==> src/srfc_pkg.sv <==
`timescale 1ns / 1ps
`default_nettype none

package srfc_pkg;

    localparam logic [7:0] FRAME_END    = 8'hC0;
    localparam logic [7:0] FRAME_ESC    = 8'hDB;
    localparam logic [7:0] ESC_FOR_END  = 8'hDC;
    localparam logic [7:0] ESC_FOR_ESC  = 8'hDD;
    localparam logic [7:0] ACK_CODE     = 8'h06;
    localparam logic [15:0] HEADER_BYTES = 16'd6;
    localparam logic [15:0] COUNT_MAX    = 16'hFFFF;
    localparam logic [15:0] CAPACITY_RESET = 16'd512;

    localparam logic CFG_EXPECTED_DEVICE = 1'b0;
    localparam logic CFG_REPLY_CAPACITY  = 1'b1;

    localparam logic KIND_PAYLOAD = 1'b0;
    localparam logic KIND_VERDICT = 1'b1;

    typedef enum logic [2:0] {
        STATUS_OK         = 3'd0,
        STATUS_LENGTH_ERR = 3'd1,
        STATUS_CHECKSUM_ERR = 3'd2,
        STATUS_WRONG_DEVICE = 3'd3,
        STATUS_NOT_ACK    = 3'd4
    } status_t;

    // Header byte positions within a frame.
    localparam logic [2:0] POS_DEVICE   = 3'd0;
    localparam logic [2:0] POS_COMMAND  = 3'd1;
    localparam logic [2:0] POS_LEN_LOW  = 3'd2;
    localparam logic [2:0] POS_LEN_HIGH = 3'd3;
    localparam logic [2:0] POS_CHECKSUM = 3'd4;

    typedef struct packed {
        logic        kind;
        logic [7:0]  payload_byte;
        logic [2:0]  status;
        logic [15:0] length;
        logic        last;
    } result_t;

    // One's-complement style add: the carry out wraps back into bit 0.
    function automatic logic [7:0] eac_add(input logic [7:0] sum, input logic [7:0] b);
        logic [8:0] t;
        t = {1'b0, sum} + {1'b0, b};
        return t[7:0] + {7'd0, t[8]};
    endfunction

endpackage

`default_nettype wire

==> src/srfc_decoder.sv <==
`timescale 1ns / 1ps
`default_nettype none

module srfc_decoder (
    input  wire logic            clk,
    input  wire logic            rst_n,
    input  wire logic            accept,
    input  wire logic [7:0]      rx_byte,
    input  wire logic [7:0]      expected_device,
    input  wire logic [15:0]     reply_capacity,
    output logic                 res_valid,
    output srfc_pkg::result_t    res
);

    logic        escape_pending_reg, escape_pending_next;
    logic [15:0] byte_count_reg, byte_count_next;
    logic [7:0]  running_sum_reg, running_sum_next;
    logic [7:0]  header_device_reg, header_device_next;
    logic [7:0]  header_command_reg, header_command_next;
    logic [15:0] header_length_reg, header_length_next;
    logic [7:0]  header_checksum_reg, header_checksum_next;
    logic        overflow_seen_reg, overflow_seen_next;

    logic        have_byte;
    logic [7:0]  decoded;
    logic [15:0] payload_pos;
    logic [2:0]  status;

    always_comb
    begin
        priority if (byte_count_reg < srfc_pkg::HEADER_BYTES
                     || byte_count_reg != header_length_reg || overflow_seen_reg)
            status = srfc_pkg::STATUS_LENGTH_ERR;
        else if (running_sum_reg != header_checksum_reg)
            status = srfc_pkg::STATUS_CHECKSUM_ERR;
        else if (header_device_reg != expected_device)
            status = srfc_pkg::STATUS_WRONG_DEVICE;
        else if (header_command_reg != srfc_pkg::ACK_CODE)
            status = srfc_pkg::STATUS_NOT_ACK;
        else
            status = srfc_pkg::STATUS_OK;
    end

    assign payload_pos = byte_count_reg - srfc_pkg::HEADER_BYTES;

    always_comb
    begin
        escape_pending_next  = escape_pending_reg;
        byte_count_next      = byte_count_reg;
        running_sum_next     = running_sum_reg;
        header_device_next   = header_device_reg;
        header_command_next  = header_command_reg;
        header_length_next   = header_length_reg;
        header_checksum_next = header_checksum_reg;
        overflow_seen_next   = overflow_seen_reg;
        have_byte = 1'b0;
        decoded   = rx_byte;
        res_valid = 1'b0;
        res.kind         = srfc_pkg::KIND_PAYLOAD;
        res.payload_byte = 8'd0;
        res.status       = srfc_pkg::STATUS_OK;
        res.length       = 16'd0;
        res.last         = 1'b0;

        priority if (rx_byte == srfc_pkg::FRAME_END)
        begin
            escape_pending_next = 1'b0;
            if (byte_count_reg != 16'd0)
            begin
                res_valid  = 1'b1;
                res.kind   = srfc_pkg::KIND_VERDICT;
                res.status = status;
                res.length = byte_count_reg;
                res.last   = 1'b1;
                byte_count_next      = 16'd0;
                running_sum_next     = 8'd0;
                header_device_next   = 8'd0;
                header_command_next  = 8'd0;
                header_length_next   = 16'd0;
                header_checksum_next = 8'd0;
                overflow_seen_next   = 1'b0;
            end
        end
        else if (escape_pending_reg)
        begin
            escape_pending_next = 1'b0;
            have_byte = 1'b1;
            // An unknown escape code passes through unchanged.
            if (rx_byte == srfc_pkg::ESC_FOR_END)
                decoded = srfc_pkg::FRAME_END;
            else if (rx_byte == srfc_pkg::ESC_FOR_ESC)
                decoded = srfc_pkg::FRAME_ESC;
        end
        else if (rx_byte == srfc_pkg::FRAME_ESC)
            escape_pending_next = 1'b1;
        else
            have_byte = 1'b1;

        if (have_byte)
        begin
            priority if (byte_count_reg == srfc_pkg::COUNT_MAX)
                overflow_seen_next = 1'b1;
            else if (byte_count_reg < srfc_pkg::HEADER_BYTES)
            begin
                byte_count_next = byte_count_reg + 16'd1;
                unique case (byte_count_reg[2:0])
                    srfc_pkg::POS_DEVICE:   header_device_next = decoded;
                    srfc_pkg::POS_COMMAND:  header_command_next = decoded;
                    srfc_pkg::POS_LEN_LOW:  header_length_next[7:0] = decoded;
                    srfc_pkg::POS_LEN_HIGH: header_length_next[15:8] = decoded;
                    srfc_pkg::POS_CHECKSUM: header_checksum_next = decoded;
                    default: ;
                endcase
                // The checksum byte itself counts as zero in the sum.
                if (byte_count_reg[2:0] != srfc_pkg::POS_CHECKSUM)
                    running_sum_next = srfc_pkg::eac_add(running_sum_reg, decoded);
            end
            else if (payload_pos >= reply_capacity)
            begin
                byte_count_next    = byte_count_reg + 16'd1;
                overflow_seen_next = 1'b1;
            end
            else
            begin
                byte_count_next  = byte_count_reg + 16'd1;
                running_sum_next = srfc_pkg::eac_add(running_sum_reg, decoded);
                res_valid        = 1'b1;
                res.payload_byte = decoded;
            end
        end
    end

    always_ff @(posedge clk or negedge rst_n)
    begin
        if (!rst_n)
        begin
            escape_pending_reg  <= 1'b0;
            byte_count_reg      <= 16'd0;
            running_sum_reg     <= 8'd0;
            header_device_reg   <= 8'd0;
            header_command_reg  <= 8'd0;
            header_length_reg   <= 16'd0;
            header_checksum_reg <= 8'd0;
            overflow_seen_reg   <= 1'b0;
        end
        else if (accept)
        begin
            escape_pending_reg  <= escape_pending_next;
            byte_count_reg      <= byte_count_next;
            running_sum_reg     <= running_sum_next;
            header_device_reg   <= header_device_next;
            header_command_reg  <= header_command_next;
            header_length_reg   <= header_length_next;
            header_checksum_reg <= header_checksum_next;
            overflow_seen_reg   <= overflow_seen_next;
        end
    end

endmodule

`default_nettype wire

==> config.mk <==
export PLATFORM = sky130hd
export DESIGN_NAME = srfc_decoder
export DESIGN_NICKNAME = d
export VERILOG_FILES = /design/src/srfc_pkg.sv /design/src/srfc_decoder.sv
export SDC_FILE = /design/constraint.sdc
export NUM_CORES = 1
export LEC_CHECK = 0
export BUFFER_PORTS_ARGS = -buffer_cell sky130_fd_sc_hd__clkbuf_2
export CORE_ASPECT_RATIO = 2
export CORE_UTILIZATION = 50
export CTS_CLUSTER_DIAMETER = 200
export DETAILED_ROUTE_END_ITERATION = 10
export GPL_TIMING_DRIVEN = 0
export HOLD_SLACK_MARGIN = 0.08
export PLACE_DENSITY = 0.77
export SLEW_MARGIN = 10
export SYNTH_ARGS = -nofsm -noshare
export SYNTH_HDL_FRONTEND = slang
export SYNTH_SLANG_ARGS = --single-unit
==> constraint.sdc <==
create_clock -name clk -period 4.45 [get_ports clk]
set_clock_uncertainty 0.05 [all_clocks]
set_input_delay 0.89 -clock clk [delete_from_list [all_inputs] [get_ports clk]]
set_output_delay 0.89 -clock clk [all_outputs]
set_load 0.03 [all_outputs]
# Word level (Yosys, flattened, before mapping)
# Cells that the tools add are included.
[totals] ff_bits=66 latchBits=0 ram_bits=0 mem_bits_ro=0 out_inout_bits=30 memories=0
[classes] addsub=4 multipliers=0 div_mod_pow=0 magnitude_cmp=2 eq_ne=14 shift=0 muxes=68 bitwise_logic=0 n_reduce_logical=4
[ops] op="$mux 8" count=35
[ops] op="$mux 16" count=9
[ops] op="$mux 20" count=2
[ops] op="$eq 8x8->1 const B" count=4
[ops] op="$mux 1" count=18
[ops] op="$add 16x1->16 const B" count=1
[ops] op="$eq 16x16->1 const B" count=1
[ops] op="$ge 16x16->1" count=1
[ops] op="$lt 16x3->1 const B" count=1
[ops] op="$ne 16x16->1" count=1
[ops] op="$ne 8x8->1" count=2
[ops] op="$reduce_bool 16->1" count=1
[ops] op="$sub 16x3->16 const B" count=1
[ops] op="$mux 3" count=4
[ops] op="$add 8x8->9" count=1
[ops] op="$add 8x1->8" count=1
[ops] op="$ne 8x3->1 const B" count=1
[ops] op="$eq 3x2->1 const B" count=2
[ops] op="$eq 3x1->1 const B" count=1
[ops] op="$eq 3x3->1 const B" count=1
[ops] op="$logic_not 3->1" count=1
[ops] op="$ne 3x3->1 const B" count=1
[ops] op="$logic_or 1x1->1" count=2

# Longest topological paths before layout
[depth] ltp_word=11 ltp_mapped=20 mapped_depth_nobuf=19

# Worst setup path before layout
# OpenSTA, ideal clock, no wires.
[synth_path] path_kind="in2out" startpoint="in rx_byte[7]" endpoint="out res[19] (netlist bit)" arrival_ns=3.647 slack_ns=-0.137 stages=9 n_path_buf=3 cell_sequence="buf_2 nor4bb_1 and2_1 clkbuf_1 nand2_4 inv_4 buf_6 nand2_1 a2111oi_0"
[synth_lines] element="start, declared" line="srfc_decoder.sv:8" source="input wire logic [7:0] rx_byte,"
[synth_lines] element="end, declared" line="srfc_decoder.sv:12" source="output srfc_pkg::result_t res"

==> impl_metrics.py <==
metrics = {
    "detailed_routing": {
        "antenna_left": 0,
        "viasPerCell": 6.198,
        "drt_wl_total_mm": 16.76,
        "drtIter0Drc": 309,
        "route.vias.total": 5113,
        "wl_per_cell_um": 20.32,
        "route.detailed.drc": 0,
        "dr.pass1.iters": 6,
    },
    "logic_synthesis": {
        "synth_area_um2": 5096,
        "postSynthAreaPerCell_um2": 8.423,
        "yosysUniqueCellTypes": 63,
        "synth.most_common_cell": "nand2_1",
        "async_flop_share_pct": 100.0,
        "synth_warnings": 0,
        "synthTopCellsByArea": "dfrtp_1, ha_1, nand2_1, xor2_1, o21ai_0",
        "synthTopCellsByCount": "nand2_1, dfrtp_1, o21ai_0, nor2_1, xor2_1",
        "yosysTopAreaCellShare_pct": 32.41,
        "synth_nets": 675,
        "seq_area_frac_synth_pct": 32.41,
        "synth_edf_count": 0,
        "yosysTopAreaCell": "dfrtp_1",
        "ys_ff_latch": 66,
        "synthCells": 605,
        "synth_ff_type": "dfrtp_1",
    },
    "sta": {
        "fmax_mhz": 221.3,
        "slew_violations": 0,
        "tightest_slew_ps": 802.1,
        "setup_tns_ps": -397.5,
        "holdWs_ps": 436.9,
        "post-route-period-util_pct": 101.6,
        "fin_crit_ps": 4520,
        "slew_headroom_pct": 46.53,
        "rsz0062_at_grt": "true",
        "setup_ws_ps": -69.70,
        "finalSetupViolCount": 9,
        "hold_viol_final": 0,
    },
    "worst_setup_path": {
        "timing.rr.start": "escape_pending_reg$_DFFE_PN0P_",
        "crit_required_ps": 3510,
        "r2r_cells": 19,
        "cp-end-kind": "primary output",
        "setup.worst_path.start_class": "register",
        "crit_fanout": 10,
        "worst_setup_path_startpoint": "byte_count_reg[11]$_DFFE_PN0P_",
        "r2r_slack_ps": 480,
        "crit_type": "reg -> out",
        "critPathCapture": "res[22]",
        "crit_arrival_ps": 3580,
        "r2r-end": "running_sum_reg[6]$_DFFE_PN0P_",
    },
    "power": {
        "p_leak_nw": 3.039,
        "ir_drop_mv": 0.4187,
        "p_per_area_nw_per_um2": 417.5,
        "total_power_mw": 2.612,
    },
    "cells_and_area": {
        "n_antenna_cell": 0,
        "stdcell_count": 825,
        "final_area_um2": 6256,
        "layout.nets": 759,
        "syn2layout_area_growth_pct": 22.76,
        "layout-drive-gt1-share_pct": 21.36,
        "fin_util_pct": 63.66,
    },
    "placement": {
        "placed_cell_area_um2": 5615,
        "dpl.hpwl_mm": 12.30,
        "numPortBuffers": 63,
        "pre_cts_ws_ps": -927.7,
        "routabilityCongestion": 0.9504,
        "placed_cells": 801,
    },
    "grt": {
        "grt.total_usage_pct": 32.70,
        "grt_overflow": 0,
        "grt_first_pass_wirelength_mm": 25.56,
        "antenna_found_initial": 0,
        "grt_pass1_vias": 5091,
        "grt_max_degree": 45,
    },
    "clock_network": {
        "clk_pin_slew_worst_paths_ps": 50,
        "cts_root_buf": "clkbuf_16",
        "cts_buffer_depth": 2,
        "tritoncts": "done",
        "h-tree-depth": 3,
        "numCtsBuffers": 9,
        "clk_latency_ps": 340,
        "cts_hold_buf": 0,
        "cts.sinks": 66,
    },
    "floorplanning": {
        "rows": 51,
        "start_util_pct": 51.86,
        "die_h_um": 144.8,
        "dieArea_um2": 10620,
        "dieWidth_um": 73.39,
        "io-pin-count": 65,
        "core_area_um2": 9827,
    },
    "status": {
        "failed_checks": "setup timing",
        "status": "finished with violations",
    },
    "min_path": {
        "hold_class": "in -> async",
    },
    "job": {
        "cap_violations": 0,
    },
}
==> worst max-delay path: stages (launching register included) <==
cell and delay (ps):
dfrtp_1 360, buf_4 180, or4_4 570, nor3_2 150, nor3b_2 210, xor2_1 190
ha_1 280, and4_4 170, a2111oi_4 380, o21ai_2 150, nor2_4 160, buf_6 130
and3_4 190, buf_8 130
==> how the worst min path moves through the flow <==
stage / to / slack, ps / depth (start not counted)
4_1_cts: header_command_reg[0]$_DFFE_PN0P_ / 440 / 2
3_3_place_gp: header_command_reg[3]$_DFFE_PN0P_ / 430 / 1
6_report: header_command_reg[0]$_DFFE_PN0P_ / 440 / 1
3_5_place_dp: header_command_reg[3]$_DFFE_PN0P_ / 430 / 1
2_1_floorplan: header_command_reg[0]$_DFFE_PN0P_ / 400 / 2
5_1_grt: header_command_reg[0]$_DFFE_PN0P_ / 460 / 1
==> cell usage in the layout, fill, tap and decap left out, types with 3 or more instances in the layout <==
cell type,synthesis,final
a32o_1,7,7
a211oi_1,5,5
o21ai_2,3,5
inv_1,30,30
nor2b_2,0,3
buf_2,10,8
and3_1,18,16
xor2_1,36,36
clkbuf_8,0,3
buf_6,2,7
buf_4,2,16
nor2_1,38,32
a22oi_1,3,3
a21oi_1,15,15
and2_1,9,9
clkbuf_16,0,9
nor3_1,18,14
clkbuf_2,0,54
a31oi_1,7,7
clkbuf_1,21,20
nor4_1,10,8
nor2_2,3,8
mux2i_1,9,9
nand2_1,86,85
nand2b_1,5,5
o21ai_1,2,3
o21ai_0,50,47
o21a_1,4,4
nand3_1,8,8
nand3b_1,4,4
dfrtp_1,66,65
ha_1,34,34
a22o_1,16,16
o2bb2ai_1,6,6
a21o_1,7,7
nand4_1,14,14
xnor2_1,16,15
==> cells by family after synthesis <==
family | Yosys count | synth area share (%)
AO/OA/AOI/OAI | 143 | 19.05
XOR/XNOR | 53 | 9.379
adder cells (fa/ha/maj) | 35 | 8.741
buffers and inverters | 67 | 5.672
flip-flops | 66 | 32.41
multiplexers | 9 | 1.768
AND/OR/NAND/NOR | 232 | 22.98
==> report_power, final <==
| part | switching [mW] | total [mW] | leakage, nW | internal (mW) |
|---|---|---|---|---|
| logic | 0.589 | 1.06 | 2.09 | 0.469 |
| registers | 0.0982 | 0.776 | 0.788 | 0.677 |
| clock network | 0.260 | 0.778 | 0.156 | 0.518 |
==> per-layer routing <==
layer / wire [µm] / up-vias / GRT usage [%]
met1: 5517 / 2385 / 30.57
met2: 8935 / 306 / 61.55
met5: 0 / - / 0
li1: - / 2318 / -
met4: 1369 / 0 / 22.87
met3: 941 / 104 / 6.025
==> timing repair <==
action                     CTS  global route
setup endpoints to repair   13            11
buffers inserted             6             7
pin swaps                   13            16
hold endpoints to repair     0             0
resized for setup           34            33
==> cell type report <==
| cell class | count | area [µm²] |
|---|---|---|
| buffer | 32 | 153.9 |
| clock buffer | 13 | 260.3 |
| clock inverter | 2 | 60.06 |
| fill | 856 | 3571 |
| inverter | 31 | 118.9 |
| multi-input combinational | 472 | 3339 |
| sequential | 66 | 1653 |
| tap | 132 | 165.2 |
| timing repair buffer | 77 | 505.5 |
Power figures use the tool's default switching activity.
